[config.mk]
export PLATFORM = sky130hd
export DESIGN_NAME = keep_last_frame_ring_queue
export DESIGN_NICKNAME = d
export VERILOG_FILES = /design/src/rtl/klfrq_pkg.sv /design/src/rtl/keep_last_frame_ring_queue.sv
export VERILOG_INCLUDE_DIRS = /design/src /design/src/rtl
export SDC_FILE = /design/constraint.sdc
export NUM_CORES = 1
export LEC_CHECK = 0
export BUFFER_PORTS_ARGS = -buffer_cell sky130_fd_sc_hd__buf_2
export CAP_MARGIN = 30
export CORE_ASPECT_RATIO = 1.5
export CORE_UTILIZATION = 50
export CTS_BUF_LIST = sky130_fd_sc_hd__clkbuf_8
export DETAILED_ROUTE_END_ITERATION = 7
export PLACE_DENSITY = 0.78
export SKIP_CTS_REPAIR_TIMING = 1
export SYNTH_ARGS = -nofsm -noshare
export SYNTH_HDL_FRONTEND = slang
export SYNTH_SLANG_ARGS = --single-unit
[constraint.sdc]
create_clock -name clk_i -period 4.7 [get_ports clk_i]
set_clock_uncertainty 0.15 [all_clocks]
set_input_delay 0 -clock clk_i [delete_from_list [all_inputs] [get_ports clk_i]]
set_output_delay 0 -clock clk_i [all_outputs]
set_load 0.1 [all_outputs]
[src/rtl/keep_last_frame_ring_queue_defines.svh]
// Assertion macros for the keep-last frame ring queue.
// Included by the RTL files that carry concurrent assertions; no other dependencies.
`ifndef KEEP_LAST_FRAME_RING_QUEUE_DEFINES_SVH
`define KEEP_LAST_FRAME_RING_QUEUE_DEFINES_SVH

`ifndef ASSERT_OFF
// Check a property on every rising clock edge outside reset.
`define KLFRQ_ASSERT(lbl, clk, rst_n, prop, msg) \
  lbl: assert property (@(posedge clk) disable iff (!rst_n) (prop)) else $error(msg);
// Check that a condition implies another on the next clock edge.
`define KLFRQ_ASSERT_NEXT(lbl, clk, rst_n, ante, cons, msg) \
  lbl: assert property (@(posedge clk) disable iff (!rst_n) (ante) |=> (cons)) \
    else $error(msg);
`else
`define KLFRQ_ASSERT(lbl, clk, rst_n, prop, msg)
`define KLFRQ_ASSERT_NEXT(lbl, clk, rst_n, ante, cons, msg)
`endif

`endif

[src/rtl/klfrq_pkg.sv]
// Shared types and constants of the keep-last frame ring queue.
// No dependencies; imported by keep_last_frame_ring_queue.
package klfrq_pkg;

  // Fixed port widths
  localparam int CMD_W     = 3;
  localparam int FRAME_W   = 32;
  localparam int COUNT_W   = 5;
  localparam int CFG_IDX_W = 1;
  localparam int CFG_W     = 5;

  // Command codes
  typedef enum logic [CMD_W-1:0] {
    CMD_PUSH      = 3'd0,
    CMD_PEEK      = 3'd1,
    CMD_PEEK_LAST = 3'd2,
    CMD_NEXT      = 3'd3,
    CMD_CONSUME   = 3'd4,
    CMD_FLUSH     = 3'd5,
    CMD_ABORT     = 3'd6,
    CMD_START     = 3'd7
  } cmd_e;

  // Configuration register indexes
  localparam logic [CFG_IDX_W-1:0] REG_MAX_FRAMES = 1'd0;
  localparam logic [CFG_IDX_W-1:0] REG_KEEP_LAST  = 1'd1;

endpackage

[src/rtl/keep_last_frame_ring_queue.sv]
// Keep-last ring queue of frame handles: slot memory, indices, counters, result stage.
// Depends on klfrq_pkg and keep_last_frame_ring_queue_defines.svh.

// The queue takes one command in every clock cycle: busy_o never rises, so a
// command is accepted whenever start_i is high. Its result appears on the
// result ports in the next cycle, for one cycle, marked by done_o; the
// receiver must take it then. The result stage is registered, as is the slot
// memory, whose registered read supplies frame_out_o for peeks. Indices and
// counts update at the accepting edge, so a command sees the effect of the
// one just before it. Configuration writes are always ready and take effect
// at the next edge.
`include "keep_last_frame_ring_queue_defines.svh"

module keep_last_frame_ring_queue #(
  parameter int SLOTS       = 16,
  parameter int HANDLE_BITS = 32
) (
  input  logic                              clk_i,
  input  logic                              rst_ni,
  // command channel
  input  logic                              start_i,
  output logic                              busy_o,
  input  logic [klfrq_pkg::CMD_W-1:0]       cmd_i,
  input  logic [klfrq_pkg::FRAME_W-1:0]     frame_in_i,
  // result channel
  output logic                              done_o,
  output logic                              ok_o,
  output logic [klfrq_pkg::FRAME_W-1:0]     frame_out_o,
  output logic [klfrq_pkg::COUNT_W-1:0]     occupancy_o,
  output logic [klfrq_pkg::COUNT_W-1:0]     readable_o,
  // configuration channel
  input  logic                              cfg_valid_i,
  output logic                              cfg_ready_o,
  input  logic [klfrq_pkg::CFG_IDX_W-1:0]   cfg_index_i,
  input  logic [klfrq_pkg::CFG_W-1:0]       cfg_data_i
);
  import klfrq_pkg::*;

  localparam int IW = $clog2(SLOTS);
  localparam int CW = $clog2(SLOTS + 1);
  localparam int SW = (HANDLE_BITS < FRAME_W) ? HANDLE_BITS : FRAME_W;

  // Wrap an index at the active slot count
  function automatic logic [IW-1:0] adv(input logic [IW-1:0] idx, input logic [CW-1:0] lim);
    logic [CW:0] n;
    n = (CW+1)'(idx) + 1'b1;
    return (n >= (CW+1)'(lim)) ? '0 : IW'(n);
  endfunction

  // Slot memory
  logic [SW-1:0] mem [SLOTS];
  logic [SW-1:0] rdata_q;

  // Queue state
  logic [IW-1:0] rd_idx_q, rd_idx_d;
  logic [IW-1:0] wr_idx_q, wr_idx_d;
  logic [CW-1:0] held_q, held_d;
  logic          shown_q, shown_d;
  logic          aborted_q, aborted_d;
  logic [CFG_W-1:0] max_frames_q;
  logic          keep_last_q;

  // Result stage
  logic               done_q, ok_q, ok_d, use_mem_q, use_mem_d;
  logic [COUNT_W-1:0] occ_q, occ_d, rdbl_q, rdbl_d;

  logic          accept;
  cmd_e          cmd;
  logic [CW-1:0] limit;
  logic          kept_now;
  logic [CW-1:0] readable_now;
  logic [CW-1:0] readable_nxt;
  logic          mem_we, mem_re;
  logic [IW-1:0] raddr;

  assign busy_o      = 1'b0;
  assign cfg_ready_o = 1'b1;
  assign accept      = start_i && !busy_o;
  assign cmd         = cmd_e'(cmd_i);

  // Clamp the slot count into 1..SLOTS
  always_comb begin
    if (max_frames_q == '0) begin
      limit = CW'(1);
    end else if (32'(max_frames_q) > 32'(SLOTS)) begin
      limit = CW'(SLOTS);
    end else begin
      limit = CW'(max_frames_q);
    end
  end

  assign kept_now     = keep_last_q && shown_q;
  assign readable_now = (held_q > CW'(kept_now)) ? held_q - CW'(kept_now) : '0;

  // Decode the command and compute the next queue state
  always_comb begin
    rd_idx_d  = rd_idx_q;
    wr_idx_d  = wr_idx_q;
    held_d    = held_q;
    shown_d   = shown_q;
    aborted_d = aborted_q;
    ok_d      = 1'b0;
    use_mem_d = 1'b0;
    mem_we    = 1'b0;
    mem_re    = 1'b0;
    raddr     = rd_idx_q;
    case (cmd)
      CMD_PUSH: begin
        if (!aborted_q && held_q < limit) begin
          mem_we   = 1'b1;
          wr_idx_d = adv(wr_idx_q, limit);
          held_d   = held_q + 1'b1;
          ok_d     = 1'b1;
        end
      end
      CMD_PEEK: begin
        if (readable_now != '0) begin
          raddr     = kept_now ? adv(rd_idx_q, limit) : rd_idx_q;
          mem_re    = 1'b1;
          use_mem_d = 1'b1;
          ok_d      = 1'b1;
        end
      end
      CMD_PEEK_LAST: begin
        if (kept_now && held_q != '0) begin
          mem_re    = 1'b1;
          use_mem_d = 1'b1;
          ok_d      = 1'b1;
        end
      end
      CMD_NEXT, CMD_CONSUME: begin
        if (held_q != '0) begin
          if (keep_last_q && !shown_q) begin
            shown_d = 1'b1;
          end else begin
            rd_idx_d = adv(rd_idx_q, limit);
            held_d   = held_q - 1'b1;
            if (keep_last_q) begin
              shown_d = (cmd == CMD_CONSUME) && (held_q != CW'(1));
            end
          end
          ok_d = 1'b1;
        end
      end
      CMD_FLUSH: begin
        rd_idx_d = '0;
        wr_idx_d = '0;
        held_d   = '0;
        shown_d  = 1'b0;
        ok_d     = 1'b1;
      end
      CMD_ABORT: begin
        aborted_d = 1'b1;
        ok_d      = 1'b1;
      end
      CMD_START: begin
        aborted_d = 1'b0;
        ok_d      = 1'b1;
      end
      default: begin
        ok_d = 1'b0;
      end
    endcase
  end

  // Counts reported after the command
  assign readable_nxt = (held_d > CW'(keep_last_q && shown_d))
                      ? held_d - CW'(keep_last_q && shown_d) : '0;
  assign occ_d  = COUNT_W'(held_d);
  assign rdbl_d = COUNT_W'(readable_nxt);

  // Write and read the slot memory
  always_ff @(posedge clk_i) begin
    if (accept && mem_we) begin
      mem[wr_idx_q] <= frame_in_i[SW-1:0];
    end
    if (accept && mem_re) begin
      rdata_q <= mem[raddr];
    end
  end

  // Advance queue state on an accepted item
  always_ff @(posedge clk_i or negedge rst_ni) begin
    if (!rst_ni) begin
      rd_idx_q  <= '0;
      wr_idx_q  <= '0;
      held_q    <= '0;
      shown_q   <= 1'b0;
      aborted_q <= 1'b0;
    end else if (accept) begin
      rd_idx_q  <= rd_idx_d;
      wr_idx_q  <= wr_idx_d;
      held_q    <= held_d;
      shown_q   <= shown_d;
      aborted_q <= aborted_d;
    end
  end

  // Take configuration writes
  always_ff @(posedge clk_i or negedge rst_ni) begin
    if (!rst_ni) begin
      max_frames_q <= CFG_W'(16);
      keep_last_q  <= 1'b0;
    end else if (cfg_valid_i && cfg_ready_o) begin
      case (cfg_index_i)
        REG_MAX_FRAMES: max_frames_q <= cfg_data_i;
        REG_KEEP_LAST:  keep_last_q  <= cfg_data_i[0];
        default:        max_frames_q <= max_frames_q;
      endcase
    end
  end

  // Hold the result for one cycle
  always_ff @(posedge clk_i or negedge rst_ni) begin
    if (!rst_ni) begin
      done_q <= 1'b0;
    end else begin
      done_q <= accept;
    end
  end

  always_ff @(posedge clk_i) begin
    if (accept) begin
      ok_q      <= ok_d;
      use_mem_q <= use_mem_d;
      occ_q     <= occ_d;
      rdbl_q    <= rdbl_d;
    end
  end

  assign done_o      = done_q;
  assign ok_o        = done_q && ok_q;
  assign frame_out_o = (done_q && ok_q && use_mem_q) ? FRAME_W'(rdata_q) : '0;
  assign occupancy_o = occ_q;
  assign readable_o  = rdbl_q;

  `KLFRQ_ASSERT_NEXT(a_done_follows, clk_i, rst_ni, accept, done_q, "result strobe missing")
  `KLFRQ_ASSERT_NEXT(a_no_spurious, clk_i, rst_ni, !accept, !done_q, "result without item")
  `KLFRQ_ASSERT_NEXT(a_push_count, clk_i, rst_ni, accept && mem_we,
                     held_q == $past(held_q) + 1'b1, "push did not bump count")
  `KLFRQ_ASSERT(a_held_bound, clk_i, rst_ni, 32'(held_q) <= 32'(SLOTS), "count past slots")
  `KLFRQ_ASSERT(a_mem_ok, clk_i, rst_ni, !(done_q && use_mem_q) || ok_q, "read without ok")

endmodule
# Yosys cells after proc, flatten, opt, wreduce, memory -nomap -nowiden
# Memories as Yosys holds them, arrays and structs flattened. A register that Yosys moved wholly into a read port is not among the register bits.
# Index checks and enable logic that the tools add are counted.
[word_totals]
reg_bits = 34
ram_bits = 512
inputBits = 45
out_inout_bits = 46
wordCells = 95
mem_count = 1
[classes]
n_addsub = 6
order_cmp = 6
eq_ne = 11
n_mux = 32
n_bitwise = 1
n_reduce_logical = 26
[memory_table]
columns = ["memory", "words", "width", "read_ports", "rd_ports_with_merged_regs", "wr", "line_no", "rtl"]
rows = [
  ["mem", 16, 32, 1, 1, 1, "keep_last_frame_ring_queue.sv:51", "logic [SW-1:0] mem [SLOTS];"],
]
[op_table]
columns = ["operator", "n"]
rows = [
  ["2-to-1 mux 32 bit", 1],
  ["2-to-1 mux 4 bit", 8],
  ["2-to-1 mux 5 bit", 6],
  ["one-hot mux 4 bit (2 select lines)", 2],
  ["one-hot mux 5 bit (3 select lines)", 1],
  ["== test 3 bit (second input constant)", 4],
  ["adder 4 x 1 -> 5 bit (second input constant)", 2],
  ["greater-or-equal comparator 5 bit", 2],
  ["greater-than comparator 5 x 1 -> 1 bit", 2],
  ["logical AND 1 bit", 10],
  ["2-to-1 mux 1 bit", 10],
  ["nonzero test 5 bit", 2],
  ["subtractor 5 x 1 -> 5 bit", 2],
  ["== test 3 x 2 -> 1 bit (second input constant)", 2],
  ["!= test 2 bit (second input constant)", 3],
  ["one-hot mux 1 bit (2 select lines)", 3],
  ["AND reduction 2 bit", 3],
  ["nonzero test 2 bit", 3],
  ["adder 5 x 1 -> 5 bit (second input constant)", 1],
  ["greater-than comparator 5 bit (second input constant)", 1],
  ["zero test 5 bit", 1],
  ["less-than comparator 5 bit", 1],
  ["!= test 5 x 1 -> 1 bit (second input constant)", 1],
  ["one-hot mux 1 bit (5 select lines)", 1],
  ["other kinds (9)", 10],
]

# Depth between registers and ports, before layout
[depth]
word_depth = 10
ltp_mapped = 16
mapped_depth_nobuf = 15

# Worst setup path before layout
# OpenSTA, ideal clock, no wires.
[synth_path]
kind = "reg2reg"
from = "register max_frames_q[4]"
to = "memory mem[3][0] in the netlist's numbering, enable pin"
setup_time_ps = 461
t_arrival_ps = 4303
required_ps = 4089
setup_slack_ps = -214
path_stages_with_launch = 10
n_path_buf = 0
synth_period_minus_slack_ps = 4914
path_cell_list = "dfstp_2 inv_1 nand2_1 ha_1 a21o_1 a211o_1 a21oi_2 and2_1 nand3_1 nor3_1"
[synth_between]
elab_chain_cells = 10
word_cells_on_any_way = 11
cone_classes = "order compare: 2; mux: 6; reduce/logical: 3"
[synth_lines]
columns = ["element", "line_no", "rtl"]
rows = [
  ["start: declaration", "keep_last_frame_ring_queue.sv:60", "logic [CFG_W-1:0] max_frames_q;"],
  ["start signal: assignment", "keep_last_frame_ring_queue.sv:206", "REG_MAX_FRAMES: max_frames_q <= cfg_data_i;"],
  ["start signal: assignment", "keep_last_frame_ring_queue.sv:208", "default: max_frames_q <= max_frames_q;"],
  ["greater-than comparator 5 bit", "keep_last_frame_ring_queue.sv:85", "end else if (32'(max_frames_q) > 32'(SLOTS)) begin"],
  ["2-to-1 mux 5 bit", "keep_last_frame_ring_queue.sv:85", ""],
  ["2-to-1 mux 5 bit *", "keep_last_frame_ring_queue.sv:83", "if (max_frames_q == '0) begin"],
  ["less-than comparator 5 bit *", "keep_last_frame_ring_queue.sv:109", "if (!aborted_q && held_q < limit) begin"],
  ["logical AND 1 bit *", "keep_last_frame_ring_queue.sv:109", ""],
  ["2-to-1 mux 1 bit *", "keep_last_frame_ring_queue.sv:109", ""],
  ["2-to-1 mux 1 bit *", "keep_last_frame_ring_queue.sv:107", "case (cmd)"],
  ["logical AND 1 bit *", "keep_last_frame_ring_queue.sv:174", "if (accept && mem_we) begin"],
  ["2-to-1 mux 1 bit *", "keep_last_frame_ring_queue.sv:174", ""],
  ["2-to-1 mux 1 bit (implied by the code) *", "keep_last_frame_ring_queue.sv:175", "mem[wr_idx_q] <= frame_in_i[SW-1:0];"],
  ["end: declaration", "keep_last_frame_ring_queue.sv:51", ""],
]
# Mark *: on every way between the ends. The rest lies on a longest branch, timed or not.

# Worst setup path after layout
[layout_path]
from = "register rd_idx_q[1]"
to = "register rdata_q[18] (read register of mem), data pin"
[layout_between]
elab_chain_cells = 6
[layout_lines]
columns = ["element", "line_no", "rtl"]
rows = [
  ["start: declaration", "keep_last_frame_ring_queue.sv:55", "logic [IW-1:0] rd_idx_q, rd_idx_d;"],
  ["start signal: assignment", "keep_last_frame_ring_queue.sv:191", "rd_idx_q <= rd_idx_d;"],
  ["adder 4 x 1 -> 5 bit", "keep_last_frame_ring_queue.sv:46", "n = (CW+1)'(idx) + 1'b1;"],
  ["greater-or-equal comparator 5 bit", "keep_last_frame_ring_queue.sv:47", "return (n >= (CW+1)'(lim)) ? '0 : IW'(n);"],
  ["2-to-1 mux 4 bit", "keep_last_frame_ring_queue.sv:47", ""],
  ["2-to-1 mux 4 bit", "keep_last_frame_ring_queue.sv:118", "raddr = kept_now ? adv(rd_idx_q, limit) : rd_idx_q;"],
  ["2-to-1 mux 4 bit", "keep_last_frame_ring_queue.sv:117", "if (readable_now != '0) begin"],
  ["2-to-1 mux 4 bit *", "keep_last_frame_ring_queue.sv:107", ""],
  ["end: declaration", "keep_last_frame_ring_queue.sv:52", "logic [SW-1:0] rdata_q;"],
]
# Marks and branches as above.
# A chain may end at the register's enable or synchronous reset.

==> impl_results.md <==
- Vias post-DR: 18700
- Library cells used by synthesis: 72
- Vias in the first global route: 18600
- CP max FO: 96
- Initial antenna violation count: 3
- Slew @ Worst Pin: 0.902 ns
- Ys async rst share: 3.81%
- Reg2Reg Depth: 11
- Critical Path Most Common Cell: ha_1
- Ports: 91
- Max Cap Viol: 0
- CP required: 4.97 ns
- RR Endpoint: rdata_q[18]
- Initial Utilization: 50.6%
- Final WS setup: 0.390 ns
- Row count: 103
- Reg2reg start: rd_idx_q[1]
- Syn-to-layout area delta: 13.4%
- CP Capture Type: register
- GR Overflow Total: 0
- Slew Viols, Final: 0
- Minimum clock period: 4.31 ns
- First-pass GRT wire length: 108000 microns
- CP max stage delay: 0.55 ns
- Drt drc: 0
- Main synth FF type: edfxtp_1
- Top routing layer in use: met5
- Synthesized area per cell: 13.4 sq um
- Core area: 52700 sq um
- Placer Congestion: 0.852
- Routed WL: 71400 microns
- EDFF count, synth: 556
- Yosys synthesis warning count: 0
- Combinational fraction of design power: 38.2%
- Pwr Density: 528 nW/um^2
- Final hold vios: 0
- Port Buffer Count: 88
- Clk_lat worst skew: 0.66 ns
- Outcome: finished, final reports clean
- Mapped Cells: 1989
- Slowest stage cell, crit path: dfrtp_1
- Routed met1 length: 25900 microns
- Average vias per placed instance: 6.56
- Die area: 54300 sq um
- Critical Path Stages: 11
- CTS Buf Count: 84
- First-pass DRT Iterations: 6
- Iter 0 DRT Violations: 1790
- Max H-tree Level: 3
- Post-route setup TNS: 0 ns
- Dpl ws: 0.463 ns
- Worst Hold End: keep_last_q
- Worst IR drop on VDD: 0.935 mV
- Layout cells sized above 1: 14.7%
- Clock power frac: 23.9%
- Fin nets: 2175
- Critical path's top delay family: compound AO/OA/AOI/OAI gates
- Met2 WL: 35600 microns
- R2r setup slk: 0.39 ns
- Cells along the critical path: ha_1 -> xor2_1 -> ha_1 -> a21oi_1 -> o21ai_0 -> a211oi_1 -> mux2i_4 -> buf_12 -> a2111oi_0 -> o21bai_1 -> and4_1
- Worst EP arrival: 4.58 ns
- Internal: 9.76 mW
- Netlist Area Pre-Place: 26700 sq um
- Clk root buf: clkbuf_8
- Flops & latches, synth: 578
- Final HPWL DP: 39300 microns
- DP Cell Count: 2642
- Reg clk slew, reported paths: 0.07 ns
- Die extent in y: 285 microns
- Worst hold stages: 3
- Drt wl/cell: 25.0 microns
- Achievable Freq: 232 MHz
- Static Leak: 10.1 nW
- Slew HR: 39.9%
- Final ANT Viol Nets: 0
- Final setup vio count: 0
- Min-delay worst type: in -> reg
- Die X: 191 microns
- RSZ-0062 raised after global routing: false
- Sink Count: 578
- WL met3: 5620 microns
- HP Start: cfg_data_i[0]
- Syn Nets: 2060
- Pin count of the biggest net entering global routing: 128
- Max clock buf depth: 3
- Tot GR Track Use: 26.3%
- Final std cells w/o fill: 2855
- NetSw: 6.19 mW
- Period utilization: 91.7%
- Critical Path Start Type: register
- Post-synthesis sequential area ratio: 64.7%
- Crit Path Class: reg -> reg
- Sequential fraction of design power: 37.9%
- Sw frac: 38.8%
- Worst Path Buf+Inv: 1
- TritonCTS clock tree: done
[area by class of cell]
cell class / instances / area [sq um]
tap: 682 / 853
clock inverter: 66 / 372
antenna: 2 / 5.00
sequential: 578 / 17300
inverter: 22 / 85.1
multi-input combinational: 1201 / 8750
clock buffer: 87 / 1200
timing repair buffer: 217 / 1720
fill: 3946 / 22500
[per-layer routing]
layer	GRT usage, %	vias up
met5	0	-
met4	17.7	2
met3	3.58	267
met2	44.0	1040
met1	31.6	9266
li1	-	8150
[cells in the mapped netlist (3+ instances only)]
cell type	number	area share [%]
edfxtp_1	556	63
nand2_1	265	3.7
mux2i_1	187	7.0
o2111ai_1	127	4.2
a211oi_1	126	3.5
clkbuf_1	122	1.7
o21ai_0	81	1.5
a32oi_1	54	1.8
buf_2	54	1.0
and4_1	52	1.7
and2_1	37	0.87
nor2_1	31	0.44
ha_1	26	1.2
and3_1	23	0.54
dfrtp_1	21	2.0
inv_1	21	0.30
a2111oi_0	20	0.66
nand3_1	16	0.30
a21oi_1	15	0.28
nor3_1	13	0.24
buf_4	11	0.31
o21bai_1	11	0.31
a21o_1	10	0.28
mux2_2	10	0.42
nand2b_1	9	0.21
a211o_1	7	0.23
or3_1	7	0.16
a21boi_0	5	0.14
nor2b_1	5	0.12
xnor2_1	5	0.16
a221oi_1	4	0.13
a31oi_1	3	0.070
xor2_1	3	0.099
[per-stage QoR]
| stage | power [mW] | area (sq um) | hold WS, ns | utilization, % |
|---|---|---|---|---|
| finish | 16.0 | 30200 | 0.00451 | 57.4 |
| global route | 16.6 | 30200 | 0.0312 | 57.4 |
| CTS | 15.8 | 29600 | -0.833 | 56.2 |
| detailed placement | 12.1 | 28000 | -0.121 | 53.2 |
| global placement | 11.8 | 28000 | -0.131 | 53.2 |
| floorplan | 10.2 | 26700 | -0.446 | - |
[worst register-to-register path: cells and delay by family (launching register included)]
family | cells | cell delay (ns)
AOI/OAI and AO/OA | 5 | 1.70
adders and majority gates | 2 | 0.69
and+or+nand+nor | 1 | 0.21
muxes | 1 | 0.21
buffers and inverters | 1 | 0.29
DFF | 1 | 0.55
xor gates and xnor gates | 1 | 0.28
[cells in the final DEF, fill, tap and decap left out, drive strengths merged, types with 3 or more instances in the layout]
master / instances
xor2: 3
a211o: 7
a32oi: 54
nand2: 265
a31oi: 3
a21boi: 5
inv: 48
nand3: 16
clkbuf: 87
a21o: 10
buf: 162
and4: 52
nor2: 31
xnor2: 5
nor2b: 5
clkinv: 35
o2111ai: 127
o21ai: 82
a21oi: 16
a211oi: 126
ha: 26
and2: 38
or3: 7
edfxtp: 556
bufinv: 3
a2111oi: 20
o21bai: 11
nor3: 13
mux2i: 188
a221oi: 4
mux2: 10
dfrtp: 21
nand2b: 9
and3: 23
dlygate4sd3: 55
[worst max-delay path by stage]
stage	startpoint	to	slack, ns
global placement	held_q[0]	rdata_q[1]	0.61
floorplan	held_q[0]	rdata_q[0]	0.13
finish	rd_idx_q[1]	rdata_q[18]	0.39
CTS	rd_idx_q[1]	rdata_q[18]	0.46
global route	rd_idx_q[1]	rdata_q[28]	0.08
detailed placement	rd_idx_q[1]	rdata_q[10]	0.46
[sequential cells by signal, summed over array words and instances, names as in the netlist]
register and flops:
aborted_q 1, done_o 1, held_q 5, keep_last_q 1, max_frames_q 5, mem 512
occupancy_o 5, ok_q 1, rd_idx_q 4, rdata_q 32, readable_o 5, shown_q 1
use_mem_q 1, wr_idx_q 4
[power groups by stage]
stage          sequential, mW  clock, mW  combinational [mW]
2_1_floorplan            6.25          0                3.97
3_3_place_gp             6.15          0                5.70
3_5_place_dp             6.15          0                5.90
4_1_cts                  6.04       3.86                5.93
5_1_grt                  6.06       4.07                6.50
6_report                 6.05       3.81                6.10
[logic make-up after synthesis]
logic type | Yosys count | share of synthesized area [%]
muxes | 198 | 7.53
other | 2 | 0.0282
adders and majority gates | 27 | 1.26
xor gates and xnor gates | 8 | 0.263
and+or+nand+nor | 475 | 8.81
DFF | 578 | 64.7
AOI/OAI and AO/OA | 491 | 14.0
buffers and inverters | 210 | 3.37
Power figures use the tool's default switching activity.
